## src/rtl/core/u8u16_pkg.sv

```systemverilog
// Shared types and constants of the UTF-8 to UTF-16 decoder.
// Used by the front, queue, back and top-level modules; depends on nothing.
`timescale 1ns / 1ps

package u8u16_pkg;

  // Most code units that one input byte can cause.
  localparam int unsigned UnitsMax = 4;
  localparam int unsigned UnitCntW = $clog2(UnitsMax + 1);
  localparam int unsigned UnitIdxW = $clog2(UnitsMax);

  // Entries of the job queue between front and back.
  localparam int unsigned QDepth  = 2;
  localparam int unsigned QPtrW   = $clog2(QDepth);
  localparam int unsigned QCntW   = $clog2(QDepth + 1);

  // Code units and UTF-16 offsets.
  localparam logic [15:0] ReplChar   = 16'hfffd;
  localparam logic [15:0] HiSurrBase = 16'hd800;
  localparam logic [15:0] LoSurrBase = 16'hdc00;
  localparam logic [20:0] SuppBase   = 21'h10000;

  // Lead and continuation byte codes.
  localparam logic [7:0] LeadC0   = 8'hc0;
  localparam logic [7:0] LeadC2   = 8'hc2;
  localparam logic [7:0] LeadE0   = 8'he0;
  localparam logic [7:0] LeadF0   = 8'hf0;
  localparam logic [7:0] LeadF4   = 8'hf4;
  localparam logic [7:0] ContMin  = 8'h80;
  localparam logic [7:0] E0SecMin = 8'ha0;
  localparam logic [7:0] F0SecMin = 8'h90;
  localparam logic [7:0] F4SecMax = 8'h8f;

  // One UTF-16 code unit with its replacement flag.
  typedef struct packed {
    logic [15:0] code;
    logic        replaced;
  } unit_t;

  // All code units caused by one input byte, in output order.
  typedef struct packed {
    unit_t [UnitsMax-1:0] units;
    logic  [UnitCntW-1:0] cnt;
    logic                 str_end;
  } job_t;

endpackage

```

## src/rtl/core/u8u16_front.sv

```systemverilog
// Front end: accepts UTF-8 bytes, tracks the pending sequence and builds one job per byte.
// Depends on u8u16_pkg.
`timescale 1ns / 1ps

module u8u16_front (
  input  logic             clk_i,
  input  logic             rst_ni,
  input  logic [7:0]       byte_i,
  input  logic             str_end_i,
  input  logic             accept_i,
  output u8u16_pkg::job_t  job_o,
  output logic             push_o
);

  logic [1:0] pend_cnt_q, pend_cnt_d;
  logic [7:0] pend_q [3];
  logic [7:0] pend_d [3];

  // Appends one code unit to a job unless it is already full.
  function automatic u8u16_pkg::job_t push_unit(u8u16_pkg::job_t j, logic [15:0] c,
                                                logic r);
    if (j.cnt < u8u16_pkg::UnitCntW'(u8u16_pkg::UnitsMax)) begin
      j.units[j.cnt[u8u16_pkg::UnitIdxW-1:0]].code     = c;
      j.units[j.cnt[u8u16_pkg::UnitIdxW-1:0]].replaced = r;
      j.cnt = j.cnt + u8u16_pkg::UnitCntW'(1);
    end
    return j;
  endfunction

  logic [7:0]  lead;
  logic        cont_ok;
  logic [2:0]  seq_len;
  logic [20:0] cp;
  logic [19:0] supp;
  logic        do_start;

  // Classification of the incoming byte against the pending lead.
  always_comb begin
    lead = pend_q[0];
    if (byte_i[7:6] != 2'b10) begin
      cont_ok = 1'b0;
    end else if (lead == u8u16_pkg::LeadC0) begin
      cont_ok = (byte_i == u8u16_pkg::ContMin);
    end else if (pend_cnt_q == 2'd1) begin
      cont_ok = !((lead == u8u16_pkg::LeadE0 && byte_i < u8u16_pkg::E0SecMin) ||
                  (lead == u8u16_pkg::LeadF0 && byte_i < u8u16_pkg::F0SecMin) ||
                  (lead == u8u16_pkg::LeadF4 && byte_i > u8u16_pkg::F4SecMax));
    end else begin
      cont_ok = 1'b1;
    end
    if (lead >= u8u16_pkg::LeadF0) begin
      seq_len = 3'd4;
    end else if (lead >= u8u16_pkg::LeadE0) begin
      seq_len = 3'd3;
    end else begin
      seq_len = 3'd2;
    end
    unique case (seq_len)
      3'd2:    cp = {10'd0, lead[4:0], byte_i[5:0]};
      3'd3:    cp = {5'd0, lead[3:0], pend_q[1][5:0], byte_i[5:0]};
      default: cp = {lead[2:0], pend_q[1][5:0], pend_q[2][5:0], byte_i[5:0]};
    endcase
    supp = 20'(cp - u8u16_pkg::SuppBase);
  end

  // Job assembly, following the byte's effect on the pending sequence.
  always_comb begin
    job_o         = '0;
    job_o.str_end = str_end_i;
    pend_cnt_d    = pend_cnt_q;
    pend_d        = pend_q;
    do_start      = 1'b0;
    if (pend_cnt_q == 2'd0) begin
      do_start = 1'b1;
    end else if (!cont_ok) begin
      for (int i = 0; i < 3; i++) begin
        if (2'(i) < pend_cnt_q) begin
          job_o = push_unit(job_o, u8u16_pkg::ReplChar, 1'b1);
        end
      end
      pend_cnt_d = 2'd0;
      do_start   = 1'b1;
    end else if (3'(pend_cnt_q) + 3'd1 < seq_len) begin
      pend_d[pend_cnt_q] = byte_i;
      pend_cnt_d         = pend_cnt_q + 2'd1;
    end else begin
      pend_cnt_d = 2'd0;
      if (cp[20:16] == 5'd0) begin
        job_o = push_unit(job_o, cp[15:0], 1'b0);
      end else begin
        job_o = push_unit(job_o, u8u16_pkg::HiSurrBase + {6'd0, supp[19:10]}, 1'b0);
        job_o = push_unit(job_o, u8u16_pkg::LoSurrBase + {6'd0, supp[9:0]}, 1'b0);
      end
    end
    // A new lead byte: ASCII passes, valid leads are buffered, the rest is replaced.
    if (do_start) begin
      if (!byte_i[7]) begin
        job_o = push_unit(job_o, {8'd0, byte_i}, 1'b0);
      end else if (byte_i == u8u16_pkg::LeadC0 ||
                   (byte_i >= u8u16_pkg::LeadC2 && byte_i <= u8u16_pkg::LeadF4)) begin
        pend_d[0]  = byte_i;
        pend_cnt_d = 2'd1;
      end else begin
        job_o = push_unit(job_o, u8u16_pkg::ReplChar, 1'b1);
      end
    end
    // End of string flushes whatever is still buffered.
    if (str_end_i) begin
      for (int i = 0; i < 3; i++) begin
        if (2'(i) < pend_cnt_d) begin
          job_o = push_unit(job_o, u8u16_pkg::ReplChar, 1'b1);
        end
      end
      pend_cnt_d = 2'd0;
    end
  end

  assign push_o = accept_i && (job_o.cnt != '0);

  // Pending count is control state; the buffered bytes need no reset.
  always_ff @(posedge clk_i or negedge rst_ni) begin
    if (!rst_ni) begin
      pend_cnt_q <= 2'd0;
    end else if (accept_i) begin
      pend_cnt_q <= pend_cnt_d;
    end
  end

  always_ff @(posedge clk_i) begin
    if (accept_i) begin
      pend_q <= pend_d;
    end
  end

endmodule

```

## src/rtl/core/u8u16_queue.sv

```systemverilog
// Short job queue between the front and back ends.
// Depends on u8u16_pkg.
`timescale 1ns / 1ps

module u8u16_queue (
  input  logic             clk_i,
  input  logic             rst_ni,
  input  logic             push_i,
  input  u8u16_pkg::job_t  job_i,
  output logic             full_o,
  input  logic             pop_i,
  output logic             valid_o,
  output u8u16_pkg::job_t  job_o
);

  u8u16_pkg::job_t mem_q [u8u16_pkg::QDepth];
  logic [u8u16_pkg::QPtrW-1:0] wr_ptr_q, rd_ptr_q;
  logic [u8u16_pkg::QCntW-1:0] cnt_q;

  assign full_o  = (cnt_q == u8u16_pkg::QCntW'(u8u16_pkg::QDepth));
  assign valid_o = (cnt_q != '0);
  assign job_o   = mem_q[rd_ptr_q];

  // Pointers and fill count.
  always_ff @(posedge clk_i or negedge rst_ni) begin
    if (!rst_ni) begin
      wr_ptr_q <= '0;
      rd_ptr_q <= '0;
      cnt_q    <= '0;
    end else begin
      if (push_i) begin
        wr_ptr_q <= wr_ptr_q + u8u16_pkg::QPtrW'(1);
      end
      if (pop_i) begin
        rd_ptr_q <= rd_ptr_q + u8u16_pkg::QPtrW'(1);
      end
      if (push_i && !pop_i) begin
        cnt_q <= cnt_q + u8u16_pkg::QCntW'(1);
      end else if (pop_i && !push_i) begin
        cnt_q <= cnt_q - u8u16_pkg::QCntW'(1);
      end
    end
  end

  // Job storage.
  always_ff @(posedge clk_i) begin
    if (push_i) begin
      mem_q[wr_ptr_q] <= job_i;
    end
  end

endmodule

```

## src/rtl/core/u8u16_back.sv

```systemverilog
// Back end: walks the code units of the head job onto the output stream.
// Depends on u8u16_pkg.
`timescale 1ns / 1ps

module u8u16_back (
  input  logic             clk_i,
  input  logic             rst_ni,
  input  logic             valid_i,
  input  u8u16_pkg::job_t  job_i,
  output logic             pop_o,
  output logic             out_valid_o,
  input  logic             out_ready_i,
  output logic [15:0]      code_o,
  output logic             replaced_o,
  output logic             last_o
);

  logic [u8u16_pkg::UnitIdxW-1:0] idx_q;
  logic                           final_unit;
  logic                           take;

  assign final_unit  = ({1'b0, idx_q} == job_i.cnt - u8u16_pkg::UnitCntW'(1));
  assign take        = valid_i && out_ready_i;
  assign out_valid_o = valid_i;
  assign code_o      = job_i.units[idx_q].code;
  assign replaced_o  = job_i.units[idx_q].replaced;
  assign last_o      = job_i.str_end && final_unit;
  assign pop_o       = take && final_unit;

  // Unit index within the head job.
  always_ff @(posedge clk_i or negedge rst_ni) begin
    if (!rst_ni) begin
      idx_q <= '0;
    end else if (take) begin
      if (final_unit) begin
        idx_q <= '0;
      end else begin
        idx_q <= idx_q + u8u16_pkg::UnitIdxW'(1);
      end
    end
  end

endmodule

```

## src/rtl/core/utf8_to_utf16_decoder_top.sv

```systemverilog
// Top level of the UTF-8 to UTF-16 decoder: front end, job queue and back end.
// Depends on u8u16_pkg, u8u16_front, u8u16_queue and u8u16_back.
`timescale 1ns / 1ps

// Usage:
// The slave stream carries one UTF-8 byte per request in s_axis_tdata_i, with
// s_axis_tlast_i high on the last byte of a string. The master stream carries
// one UTF-16 code unit per request in m_axis_tdata_o; m_axis_tuser_o is high on
// a U+FFFD that replaces malformed input, and m_axis_tlast_o marks the final
// code unit caused by a string's last byte.
// An accepted byte's code units are written into the job queue and sent after those of earlier bytes.
// A byte causes zero to four code units; the back end sends one unit per cycle
// while the receiver is ready, so the sustained rate is one byte per cycle while
// each byte yields at most one unit and the receiver stays ready.
// Bytes that only extend a pending sequence produce no output.
// A two-entry job queue parts the sides: input is taken while a result waits,
// and s_axis_tready_o drops only when both entries are full, which happens when
// the receiver stalls or when bytes yielding several units arrive faster than
// the back end drains them. Reset clears the pending sequence and empties the queue.
module utf8_to_utf16_decoder_top (
  input  logic        clk_i,
  input  logic        rst_ni,
  input  logic        s_axis_tvalid_i,
  output logic        s_axis_tready_o,
  input  logic [7:0]  s_axis_tdata_i,   // [7:0] data_byte
  input  logic        s_axis_tlast_i,
  output logic        m_axis_tvalid_o,
  input  logic        m_axis_tready_i,
  output logic [15:0] m_axis_tdata_o,   // [15:0] code_unit
  output logic        m_axis_tuser_o,   // [0] replaced
  output logic        m_axis_tlast_o
);

  u8u16_pkg::job_t front_job, head_job;
  logic            push, q_full, q_valid, pop, accept;

  assign s_axis_tready_o = !q_full;
  assign accept          = s_axis_tvalid_i && s_axis_tready_o;

  // Byte classification and pending-sequence tracking.
  u8u16_front u_front (
    .clk_i     (clk_i),
    .rst_ni    (rst_ni),
    .byte_i    (s_axis_tdata_i),
    .str_end_i (s_axis_tlast_i),
    .accept_i  (accept),
    .job_o     (front_job),
    .push_o    (push)
  );

  // Jobs waiting for the output side.
  u8u16_queue u_queue (
    .clk_i   (clk_i),
    .rst_ni  (rst_ni),
    .push_i  (push),
    .job_i   (front_job),
    .full_o  (q_full),
    .pop_i   (pop),
    .valid_o (q_valid),
    .job_o   (head_job)
  );

  // Code unit serializer.
  u8u16_back u_back (
    .clk_i       (clk_i),
    .rst_ni      (rst_ni),
    .valid_i     (q_valid),
    .job_i       (head_job),
    .pop_o       (pop),
    .out_valid_o (m_axis_tvalid_o),
    .out_ready_i (m_axis_tready_i),
    .code_o      (m_axis_tdata_o),
    .replaced_o  (m_axis_tuser_o),
    .last_o      (m_axis_tlast_o)
  );

`ifndef NO_ASSERTIONS
  // The front never pushes a job into a full queue.
  a_no_overflow: assert property (@(posedge clk_i) disable iff (!rst_ni)
    push |-> !q_full)
    else $error("job pushed into a full queue");

  // Every queued job carries at least one code unit.
  a_job_nonempty: assert property (@(posedge clk_i) disable iff (!rst_ni)
    q_valid |-> head_job.cnt != '0)
    else $error("empty job at queue head");

  // A replacement flag always comes with the replacement character.
  a_repl_code: assert property (@(posedge clk_i) disable iff (!rst_ni)
    m_axis_tvalid_o && m_axis_tuser_o |-> m_axis_tdata_o == u8u16_pkg::ReplChar)
    else $error("replaced flag on a code unit other than U+FFFD");
`endif

endmodule

```

## config.mk

```make
export PLATFORM = sky130hd
export DESIGN_NAME = utf8_to_utf16_decoder_top
export DESIGN_NICKNAME = d
export VERILOG_FILES = /design/src/rtl/core/u8u16_pkg.sv /design/src/rtl/core/u8u16_front.sv /design/src/rtl/core/u8u16_queue.sv /design/src/rtl/core/u8u16_back.sv /design/src/rtl/core/utf8_to_utf16_decoder_top.sv
export SDC_FILE = /design/constraint.sdc
export NUM_CORES = 1
export LEC_CHECK = 0
export ABC_AREA = 1
export BUFFER_PORTS_ARGS = -buffer_cell sky130_fd_sc_hd__buf_2
export CORE_AREA = 2 2 100 141
export DETAILED_ROUTE_END_ITERATION = 10
export DIE_AREA = 0 0 102 143
export PLACE_DENSITY = 0.72
export SYNTH_ARGS = -nofsm -noshare
export SYNTH_HDL_FRONTEND = slang
export SYNTH_SLANG_ARGS = --single-unit
```

## constraint.sdc

```tcl
create_clock -name clk_i -period 6.71 [get_ports clk_i]
set_input_delay 1.0065 -clock clk_i [delete_from_list [all_inputs] [get_ports clk_i]]
set_output_delay 1.0065 -clock clk_i [all_outputs]
set_load 0.05 [all_outputs]
```

==> out/results.tsv, run 1 <==
metric	value	unit
largest net degree at the start of global routing	53	
worst reg-to-reg setup slack	1.16	ns
met2 WL post-DR	9585	um
vias	5962	
clock skew	0.01145	ns
Die Area	14590	um^2
Synth Net Count	853	
Reg area	3864	um^2
WL met1	7567	um
slowest stage delay, CP	0.46	ns
worst path required time	6.99	ns
CTS Buf Count	17	
WL final	18790	um
kind of critical path	reg -> reg	
layout cells sized above 1	0.1512	
Max-cap violations	0	
post_cts resized	0	
post-CTS setup repair buffer count	0	
Die X	102	um
detailed placement HPWL	13280	um
LEAKAGE	3.522	nW
post-synthesis area per instance	9.057	um^2
Antenna diodes	0	
clk_lat worst skew	0.42	ns
Worst Hold Class	in -> async	
Clock Tree Root	clkbuf_16	
Max Slew Vio Count	0	
Mapped Cells	813	
DRC violation count after routing	0	
WL/cell	18.16	um
global route total overflow	0	
Worst Path Arrival	5.84	ns
Non-Filler Cell Area, Final	8269	um^2
IO Port Bufs	32	
Die Y	143	um
startpoint types	flip-flop	
Final Hold Vio Count	0	
number of routed nets with antenna violations	0	
Total Neg Setup Slack	0	ns
Crit path buffers/inverters	5	
fmax	180.1	MHz
met3 WL	1147	um
period utilization	0.8276	
CP top delay family	adder cells	
Post-CTS Hold Fix Bufs	0	
CP endpoint kind	flip-flop	
io pins	33	
Routability Congestion	1.008	
Slew @ Worst Pin	0.9569	ns
Slowest-stage cell, CP	dfrtp_1	
power per standard cell area	488.6	nW/um^2
post-synthesis sequential area ratio	0.5247	
initial core utilization	0.5552	
min Tclk post-route	5.553	ns
nets	881	
Max Used Layer	met4	
DRT iter0 DRCs	502	
total track usage	0.2691	
Rel. slew slack	0.3614	
Synth Warn #	0	
multi-input logic area	3047	um^2
Rows	50	
clock sink count	130	
first-pass GRT wire length	29510	um
total power	0.004041	W
H-tree levels	4	
core region area	13260	um^2
Pre-antenna DRT Iters	6	
worst-path fanout max	11	
Layout area overhead	12.30	%
Final setup viols	0	
initial antenna violation count	0	
Yosys reg bits	130	
CTS max path bufs	2	
status	complete, no violations	
Crit path top cell by count	ha_1	
RSZ-0062 raised after global routing	no	
DP Area	7689	um^2
maximum VDD drop	0.2731	mV
vias in the first global route	5529	
CTS clock-pin slew for the worst setup and hold paths	0.06	ns
# fillers	1149	
CTS tree	done	
via/cell ratio	5.760	
Netlist Area Pre-Place	7363	um^2
post-synth cell types	44	
==> through the flow <==
| step | instances | worst slack [ns] | util | hold slack [ns] |
|---|---|---|---|---|
| final | 1035 | 1.157 | 0.6235 | 0.4442 |
| after global routing | 1035 | 0.6443 | 0.6235 | 0.4520 |
| after CTS | 1035 | 1.148 | 0.6235 | 0.4485 |
| after detailed placement | 1004 | 0.8091 | 0.5797 | 0.4671 |
| after global placement | 1004 | 1.032 | 0.5797 | 0.4605 |
| after floorplan | 813 | 0.8316 | - | 0.4419 |
==> cell usage in the layout, fill, tap and decap left out, types with 3 or more instances in the layout <==
| cell | instances |
|---|---|
| nand2_1 | 153 |
| edfxtp_1 | 122 |
| nor2_1 | 109 |
| o21ai_0 | 92 |
| inv_1 | 75 |
| nand3_1 | 36 |
| buf_2 | 32 |
| ha_1 | 27 |
| o22ai_1 | 24 |
| a21oi_1 | 22 |
| nand2_2 | 17 |
| clkbuf_16 | 17 |
| inv_2 | 14 |
| a31oi_1 | 12 |
| nand3_2 | 8 |
| dfrtp_1 | 8 |
| nor2_4 | 6 |
| xor2_1 | 6 |
| o221ai_1 | 6 |
| nand4_1 | 5 |
| nor3_1 | 5 |
| nor2_2 | 4 |
| o311ai_0 | 4 |
| inv_6 | 4 |
| buf_4 | 4 |
| mux2i_1 | 3 |
| xnor2_1 | 3 |
| clkinv_4 | 3 |
| clkinv_2 | 3 |
==> worst paths after layout <==
check	from	to	depth (start not counted)
min in group clk_i	u_queue.cnt_q[0]$_DFFE_PN0P_	u_queue.cnt_q[0]$_DFFE_PN0P_	1
min reg2reg	u_queue.cnt_q[0]$_DFFE_PN0P_	u_queue.cnt_q[0]$_DFFE_PN0P_	1
min	rst_ni	u_back.idx_q[1]$_DFFE_PN0P_	1
max	u_front.pend_cnt_q[0]$_DFFE_PN0P_	u_queue.cnt_q[1]$_DFFE_PN0P_	32
max in group asynchronous	rst_ni	u_front.pend_cnt_q[1]$_DFFE_PN0P_	1
max reg2reg	u_front.pend_cnt_q[0]$_DFFE_PN0P_	u_queue.cnt_q[1]$_DFFE_PN0P_	32
==> metal layers <==
metal  track usage  vias to the layer above
met3       0.05042                       36
li1              -                     2836
met5             0                        -
met1        0.3417                     2810
met4       0.09404                        0
met2        0.4584                      280
==> final cells by class <==
type | instances | area share
clock inverters | 14 | 0.01876
repair buffers | 37 | 0.02542
flip-flops and latches | 130 | 0.4672
clock buffers | 17 | 0.05145
well taps | 182 | 0.02754
inverters | 90 | 0.04116
multi-input cells | 565 | 0.3684
==> cell families after synthesis <==
logic type / count (synthesis) / synth area share
multiplexers: 3 / 0.004078
AO/OA/AOI/OAI: 177 / 0.1412
adder cells (fa/ha/maj): 27 / 0.04588
flip-flops: 130 / 0.5247
XOR/XNOR: 9 / 0.01071
AND/OR/NAND/NOR: 349 / 0.2109
buffers and inverters: 118 / 0.06253
==> sequential cells by signal, indices dropped and copies added, names as in the netlist, named ones only <==
name                flops
u_queue.mem_q         102
u_front.lead            8
u_back.idx_q            2
u_front.pend_cnt_q      2
u_queue.cnt_q           2
u_queue.rd_ptr_q        1
u_queue.wr_ptr_q        1
==> synth_stat cells, drive strengths merged <==
library cell,n,area [um^2]
edfxtp,122,3664
o21bai,2,18.77
o211ai,1,7.510
nand2,172,703.2
a21boi,1,7.510
and2,1,6.260
o2bb2ai,1,8.760
a221o,2,20.02
mux2i,3,30.03
xnor2,3,26.28
nor2,120,514.2
a22o,2,17.52
clkbuf,23,86.33
o311ai,4,35.03
o221ai,6,52.55
ha,27,337.8
xor2,6,52.55
nor3,5,25.02
a31oi,12,75.07
inv,90,340.3
or2,2,12.51
nand3,44,260.3
o31ai,1,7.510
buf,5,33.78
a21oi,25,151.4
o21ai,96,488.0
dfrtp,8,200.2
o22ai,24,150.1
nand4,5,31.28
==> worst reg2reg max path, delay by kind of cell, from the launching register on <==
kind / cells / cell delay (ns)
fa+ha+maj: 7 / 1.94
buf+inv: 5 / 0.36
xor+xnor: 1 / 0.16
simple gates: 15 / 1.92
flops: 1 / 0.46
compound gates: 4 / 0.59
==> where the power goes <==
part	switching, W	leakage [nW]	internal (W)
Sequential	0.0000711	1.23	0.00118
Clock	0.000359	0.286	0.000551
Combinational	0.00141	2.00	0.000478
Total	0.00184	3.52	0.00220
No activity file was read; power rests on OpenSTA's default activity.
==> run 2, diff against run 1 <==
--- a/config.mk
+++ b/config.mk
@@ -5,12 +5,12 @@
 export SDC_FILE = /design/constraint.sdc
 export NUM_CORES = 1
 export LEC_CHECK = 0
-export ABC_AREA = 1
+export ABC_AREA = 0
 export BUFFER_PORTS_ARGS = -buffer_cell sky130_fd_sc_hd__buf_2
-export CORE_AREA = 2 2 100 141
+export CORE_AREA = 2 2 95 134
 export DETAILED_ROUTE_END_ITERATION = 10
-export DIE_AREA = 0 0 102 143
-export PLACE_DENSITY = 0.72
+export DIE_AREA = 0 0 97 136
+export PLACE_DENSITY = 0.75
 export SYNTH_ARGS = -nofsm -noshare
 export SYNTH_HDL_FRONTEND = slang
 export SYNTH_SLANG_ARGS = --single-unit
==> constraint.sdc (replaced) <==
create_clock -name clk_i -period 5.64 [get_ports clk_i]
set_input_delay 0.846 -clock clk_i [delete_from_list [all_inputs] [get_ports clk_i]]
set_output_delay 0.846 -clock clk_i [all_outputs]
set_load 0.05 [all_outputs]
==> run 2 against run 1 <==
Net effect:
- non-clock buffer count grew 135
- first-iteration DRC count is 26% higher
- clock power grew 19%
- routed wire length is 23% higher
- the run now ends with negative setup slack left
- worst setup slack worse by 1.6 ns
- maximum frequency decreased by 8.9%
- highest routed layer unchanged
- worst hold slack lost 0.18 ns
- via count up 3.8%
- register-to-register slack worse by 1.6 ns
==> out/results.tsv, run 2 <==
metric	value	unit
status	finished, violations left	
failing checks	negative setup slack	
commonest register cell after synthesis	edfxtp_1	
slowest stage delay, CP	0.47	ns
largest net degree at the start of global routing	31	
Layout Utilization	0.8032	
LEAKAGE	3.918	nW
Min Hold Slack	0.2620	ns
WL final	23120	um
Sw Ratio	0.4170	
post-synthesis sequential area ratio	0.5299	
Slowest-stage cell, CP	or4bb_1	
Worst Hold Class	in -> async	
kind of critical path	reg -> reg	
WL/cell	24.36	um
Die X	97	um
vias	6187	
most frequent cells in the layout	edfxtp_1 (122), buf_4 (119), nand2_1 (73)	
Rel. slew slack	0.4601	
first-pass GRT wire length	33330	um
Die Area	13190	um^2
share of total power in combinational logic	0.514	
core region area	12070	um^2
# fillers	753	
Synth Warn #	0	
DRC violation count after routing	0	
Largest Register	u_queue.mem_q	
asr flop ratio synth	0.06154	
clock network power share	0.200	
total power	0.005406	W
power per standard cell area	557.6	nW/um^2
Antenna diodes	0	
global route total overflow	0	
final worst setup slack	-0.4567	ns
nets	826	
Routability Congestion	0.9601	
Final Hold Vio Count	0	
Flop pwr share	0.286	
commonest non-fill, non-tap cell in the layout	edfxtp_1	
Post-synth EDFFs	122	
period utilization	1.081	
top-area cell type share of the netlist area	0.5024	
min Tclk post-route	6.097	ns
Switch Pwr	0.002254	W
Int Power	0.003152	W
H-tree levels	4	
clock sink count	130	
Max Slew Vio Count	0	
maximum VDD drop	0.4253	mV
worst path required time	5.78	ns
most frequent cells after synthesis	edfxtp_1 (122), nand2_1 (78), o21ai_0 (38), nor2_1 (37), a21oi_1 (33)	
Crit path top cell by count	ha_4	
Netlist Area Pre-Place	7292	um^2
Worst Path Arrival	6.23	ns
via/cell ratio	6.519	
number of routed nets with antenna violations	0	
post-synth cell types	67	
Slew @ Worst Pin	0.8061	ns
CTS Buf Count	17	
io pins	33	
initial core utilization	0.6041	
cell taking the most area after synthesis	edfxtp_1	
Final setup viols	120	
post-synthesis area per instance	11.56	um^2
DRT iter0 DRCs	635	
IO Port Bufs	32	
RSZ-0062 raised after global routing	yes	
Rows	48	
Mapped Cells	631	
CTS tree	done	
Pre-antenna DRT Iters	5	
Clock Tree Root	clkbuf_16	
Yosys reg bits	130	
Synth Net Count	671	
fmax	164.0	MHz
Die Y	136	um
CTS max path bufs	2	
Place WS	-0.6432	ns
largest cells by area after synthesis	edfxtp_1 (50%), mux4_2 (5.9%), ha_1 (4.6%)	
total track usage	0.3345	
vias in the first global route	6286	
CP endpoint kind	flip-flop	
startpoint types	flip-flop	
max reg flops	102	
clock skew	0.009605	ns
Layout area overhead	32.96	%
detailed placement HPWL	15120	um
most instantiated library cell after synthesis	edfxtp_1	
layout cells sized above 1	0.3780	
Total Neg Setup Slack	-41.44	ns
initial antenna violation count	0	
Max-cap violations	0	
CTS clock-pin slew for the worst setup and hold paths	0.07	ns
clk_lat worst skew	0.43	ns
worst-path fanout max	8	
-- run 2: final cells by class --
type | count | area, um^2 | share of cell area
sequential | 130 | 3865 | 0.3986
multi-input combinational | 440 | 3551 | 0.3662
timing repair buffer | 172 | 1423 | 0.1467
clock buffer | 17 | 425.4 | 0.04388
tap | 150 | 187.7 | 0.01936
clock inverter | 15 | 147.6 | 0.01523
inverter | 25 | 96.34 | 0.009937
-- run 2: cells by family (layout without fill, tap and decap cells) --
family                   count (synthesis)  after routing  share of synthesized area
buffers and inverters                   62            229                    0.03552
adder cells (fa/ha/maj)                 27             27                    0.04633
XOR/XNOR                                14             14                    0.01785
flip-flops                             130            130                     0.5299
AND/OR/NAND/NOR                        189            189                     0.1229
AO/OA/AOI/OAI                          162            163                     0.1484
multiplexers                            47             47                    0.09918
-- run 2: worst max-delay path: cells and delay by family (launching register included) --
family                   cells  cell delay (ns)
AND/OR/NAND/NOR             12             1.87
buffers and inverters        5             0.65
adder cells (fa/ha/maj)      4             1.00
flip-flops                   1             0.41
AO/OA/AOI/OAI                9             1.87
-- run 2: power by group through the flow --
stage	Combinational (W)	Clock, W	Sequential [W]
CTS	0.00256	0.00107	0.00153
detailed placement	0.00234	0	0.00155
floorplan	0.00166	0	0.00147
global placement	0.00227	0	0.00152
finish	0.00278	0.00108	0.00155
global route	0.00292	0.00112	0.00156
-- run 2: repair_timing --
item                                    4_1_cts  5_1_grt
hold buffers                                  0        0
endpoints found under the hold margin         0        0
buffers inserted                             25        9
resized for setup                            33       39
pin swaps                                    11        9
cloned                                        3        4
endpoints found under the setup margin      137      199
-- run 2: stage by stage --
step / cell area, um^2 / cells
2_1_floorplan: 7440 / 631
3_3_place_gp: 8384 / 879
3_5_place_dp: 8384 / 879
4_1_cts: 9363 / 939
5_1_grt: 9696 / 949
6_report: 9696 / 949
-- run 2: final timing paths --
kind                                         startpoint                             end  slack, ns  depth (start not counted)
hold / removal                                   rst_ni     u_back.idx_q[0]$_DFFE_PN0P_       0.26                          1
setup / recovery              u_front.lead[4]$_DFFE_PP_  u_queue.mem_q[0][29]$_DFFE_PP_      -0.46                         30
setup reg to reg              u_front.lead[4]$_DFFE_PP_  u_queue.mem_q[0][29]$_DFFE_PP_      -0.46                         30
hold reg to reg            u_queue.cnt_q[1]$_DFFE_PN0P_    u_queue.cnt_q[1]$_DFFE_PN0P_       0.50                          1
max in group asynchronous                        rst_ni    u_queue.rd_ptr_q$_DFFE_PN0P_       5.19                          1
min in group clk_i         u_queue.cnt_q[1]$_DFFE_PN0P_    u_queue.cnt_q[1]$_DFFE_PN0P_       0.50                          1
-- run 2: metal layers --
layer | vias to the layer above | track usage | share of wire
met2 | 400 | 0.6111 | 0.53
met5 | - | 0 | 0
met3 | 120 | 0.05861 | 0.071
met4 | 0 | 0.1839 | 0.059
met1 | 2951 | 0.3690 | 0.35
li1 | 2716 | - | -
==> run 3, diff against run 2 <==
--- a/config.mk
+++ b/config.mk
@@ -7,6 +7,7 @@
 export LEC_CHECK = 0
 export ABC_AREA = 0
 export BUFFER_PORTS_ARGS = -buffer_cell sky130_fd_sc_hd__buf_2
+export CAP_MARGIN = 20
 export CORE_AREA = 2 2 95 134
 export DETAILED_ROUTE_END_ITERATION = 10
 export DIE_AREA = 0 0 97 136
==> constraint.sdc (replaced) <==
create_clock -name clk_i -period 7 [get_ports clk_i]
set_input_delay 1.05 -clock clk_i [delete_from_list [all_inputs] [get_ports clk_i]]
set_output_delay 1.05 -clock clk_i [all_outputs]
set_load 0.05 [all_outputs]
==> run 3 against run 2 <==
Net effect:
- the run now ends clean
- critical path depth increased by 3
- worst setup slack better by 0.85 ns
- via count shrank 11%
- first-iteration DRC count fell by 16%
- sequential cell count stayed put
- die area unchanged
- sequential power shrank 21%
- largest power group unchanged
==> out/results.tsv, run 3 (synthesis results as in run 2) <==
metric	value	unit
# fillers	877	
Placed Cells	813	
status	complete, no violations	
largest net degree at the start of global routing	52	
period utilization	0.9443	
busiest grt layer	met2	
Final setup viols	0	
stages on the worst setup path	33	
CP startpoint	u_front.lead[5]$_DFFE_PP_	
startpoint types	flip-flop	
worst path required time	7.33	ns
maximum VDD drop	0.3441	mV
Max-cap violations	0	
number of routed nets with antenna violations	0	
initial antenna violation count	0	
r2r startpoint	u_front.lead[5]$_DFFE_PP_	
Antenna diodes	0	
Pre-antenna DRT Iters	6	
CP top delay family	compound AO/OA/AOI/OAI gates	
Crit path buffers/inverters	3	
H-tree levels	4	
layout cells sized above 1	0.2270	
Slowest-stage cell, CP	edfxtp_1	
Die Area	13190	um^2
fmax	151.3	MHz
global route total overflow	0	
WL/cell	22.50	um
IO Port Bufs	32	
min Tclk post-route	6.610	ns
most frequent cells in the layout	edfxtp_1 (122), nand2_1 (78), o21ai_0 (38)	
CTS tree	done	
max reg flops	102	
met3 Resource Use GR	0.04524	
clk_lat worst skew	0.41	ns
power per standard cell area	463.3	nW/um^2
met1 GRT Util	0.3527	
Reg area	3866	um^2
worst reg-to-reg setup slack	0.39	ns
DRT iter0 DRCs	534	
vias in the first global route	5576	
slowest stage delay, CP	0.42	ns
Worst Path Arrival	6.94	ns
Die Y	136	um
CTS clock-pin slew for the worst setup and hold paths	0.06	ns
io pins	33	
via/cell ratio	6.502	
multi-input logic area	3248	um^2
detailed placement HPWL	13560	um
Final Hold Vio Count	0	
CTS max path bufs	2	
Layout area overhead	16.90	%
met2 Usage GRT	0.5370	
core region area	12070	um^2
first-pass GRT wire length	29960	um
worst-path fanout max	6	
Die X	97	um
Worst Hold Class	in -> async	
clock sink count	130	
Reg2Reg Depth	33	
vias	5501	
clock skew	0.008237	ns
Finished Layout Cells	846	
CTS Buf Count	17	
Critical Path End	u_queue.cnt_q[1]$_DFFE_PN0P_	
Clock Tree Root	clkbuf_16	
total track usage	0.2978	
Rel. slew slack	0.3855	
WL final	19040	um
DRC violation count after routing	0	
CP endpoint kind	flip-flop	
Max Slew Vio Count	0	
Rows	48	
Largest Register	u_queue.mem_q	
commonest non-fill, non-tap cell in the layout	edfxtp_1	
Slew @ Worst Pin	0.9199	ns
Routability Congestion	1.004	
Crit path top cell by count	ha_1	
kind of critical path	reg -> reg	
Worst R2R End	u_queue.cnt_q[1]$_DFFE_PN0P_	
Layout Utilization	0.7062	
nets	724	
initial core utilization	0.6041	
Post-CTS Hold Fix Bufs	0	
LEAKAGE	3.347	nW
-- run 3: changes by cell type in the layout (fill, tap and decap cells not counted), moves of 4 or more --
cell / delta
buf_12: -4
buf_4: -82
bufinv_16: +4
ha_1: +8
buf_6: -9
nand2_2: -4
ha_4: -6
nand2_1: +5
-- run 3: worst min-delay path by stage --
stage / from / end / slack [ns] / cells after the start
finish: rst_ni / u_queue.wr_ptr_q$_DFFE_PN0N_ / 0.48 / 1
detailed placement: u_queue.cnt_q[1]$_DFFE_PN0P_ / u_queue.cnt_q[1]$_DFFE_PN0P_ / 0.50 / 1
floorplan: u_queue.cnt_q[1]$_DFFE_PN0P_ / u_queue.cnt_q[1]$_DFFE_PN0P_ / 0.46 / 1
CTS: rst_ni / u_queue.wr_ptr_q$_DFFE_PN0N_ / 0.48 / 1
global route: rst_ni / u_queue.wr_ptr_q$_DFFE_PN0N_ / 0.49 / 1
global placement: u_queue.cnt_q[1]$_DFFE_PN0P_ / u_queue.cnt_q[1]$_DFFE_PN0P_ / 0.48 / 1
-- run 3: worst register-to-register path, delay by kind of cell, from the launching register on --
| kind | cells | cell delay, ns |
|---|---|---|
| XOR/XNOR | 1 | 0.15 |
| buffers and inverters | 3 | 0.23 |
| flip-flops | 1 | 0.42 |
| AO/OA/AOI/OAI | 9 | 2.09 |
| AND/OR/NAND/NOR | 14 | 1.99 |
| adder cells (fa/ha/maj) | 6 | 1.66 |
-- run 3: per-layer routing --
layer	vias up	wire length [um]
li1	2496	-
met1	2706	7168
met2	237	10160
met3	62	998
met4	0	716
met5	-	0
-- run 3: final cells by class --
cell class | instances | share of cell area
Clock buffer | 17 | 0.04990
Clock inverter | 14 | 0.02642
Multi-Input combinational cell | 439 | 0.3810
Tap cell | 150 | 0.02202
Sequential cell | 130 | 0.4535
Timing Repair Buffer | 71 | 0.05607
Inverter | 25 | 0.01101
-- run 3: per-stage QoR --
step           instance area [um^2]  worst slack (ns)  setup TNS, ns  power (W)  hold slack [ns]
6_report                       8524            0.3899              0   0.003949           0.4842
5_1_grt                        8524          -0.01146       -0.01146   0.004137           0.4877
4_1_cts                        8472            0.1903              0   0.003942           0.4806
3_5_place_dp                   7821           0.08621              0   0.002962           0.5041
3_3_place_gp                   7821            0.1651              0   0.002908           0.4773
2_1_floorplan                  7345          0.005567              0   0.002500           0.4566
-- run 3: repair_timing --
item	4_1_cts	5_1_grt
setup buffers	0	2
endpoints found under the hold margin	0	0
setup endpoints to repair	0	118
gates resized for setup	0	8
-- run 3: power by group --
part	internal, W	switching (W)
sequential	0.00113	0.0000930
combinational	0.000602	0.00115
clock	0.000636	0.000337
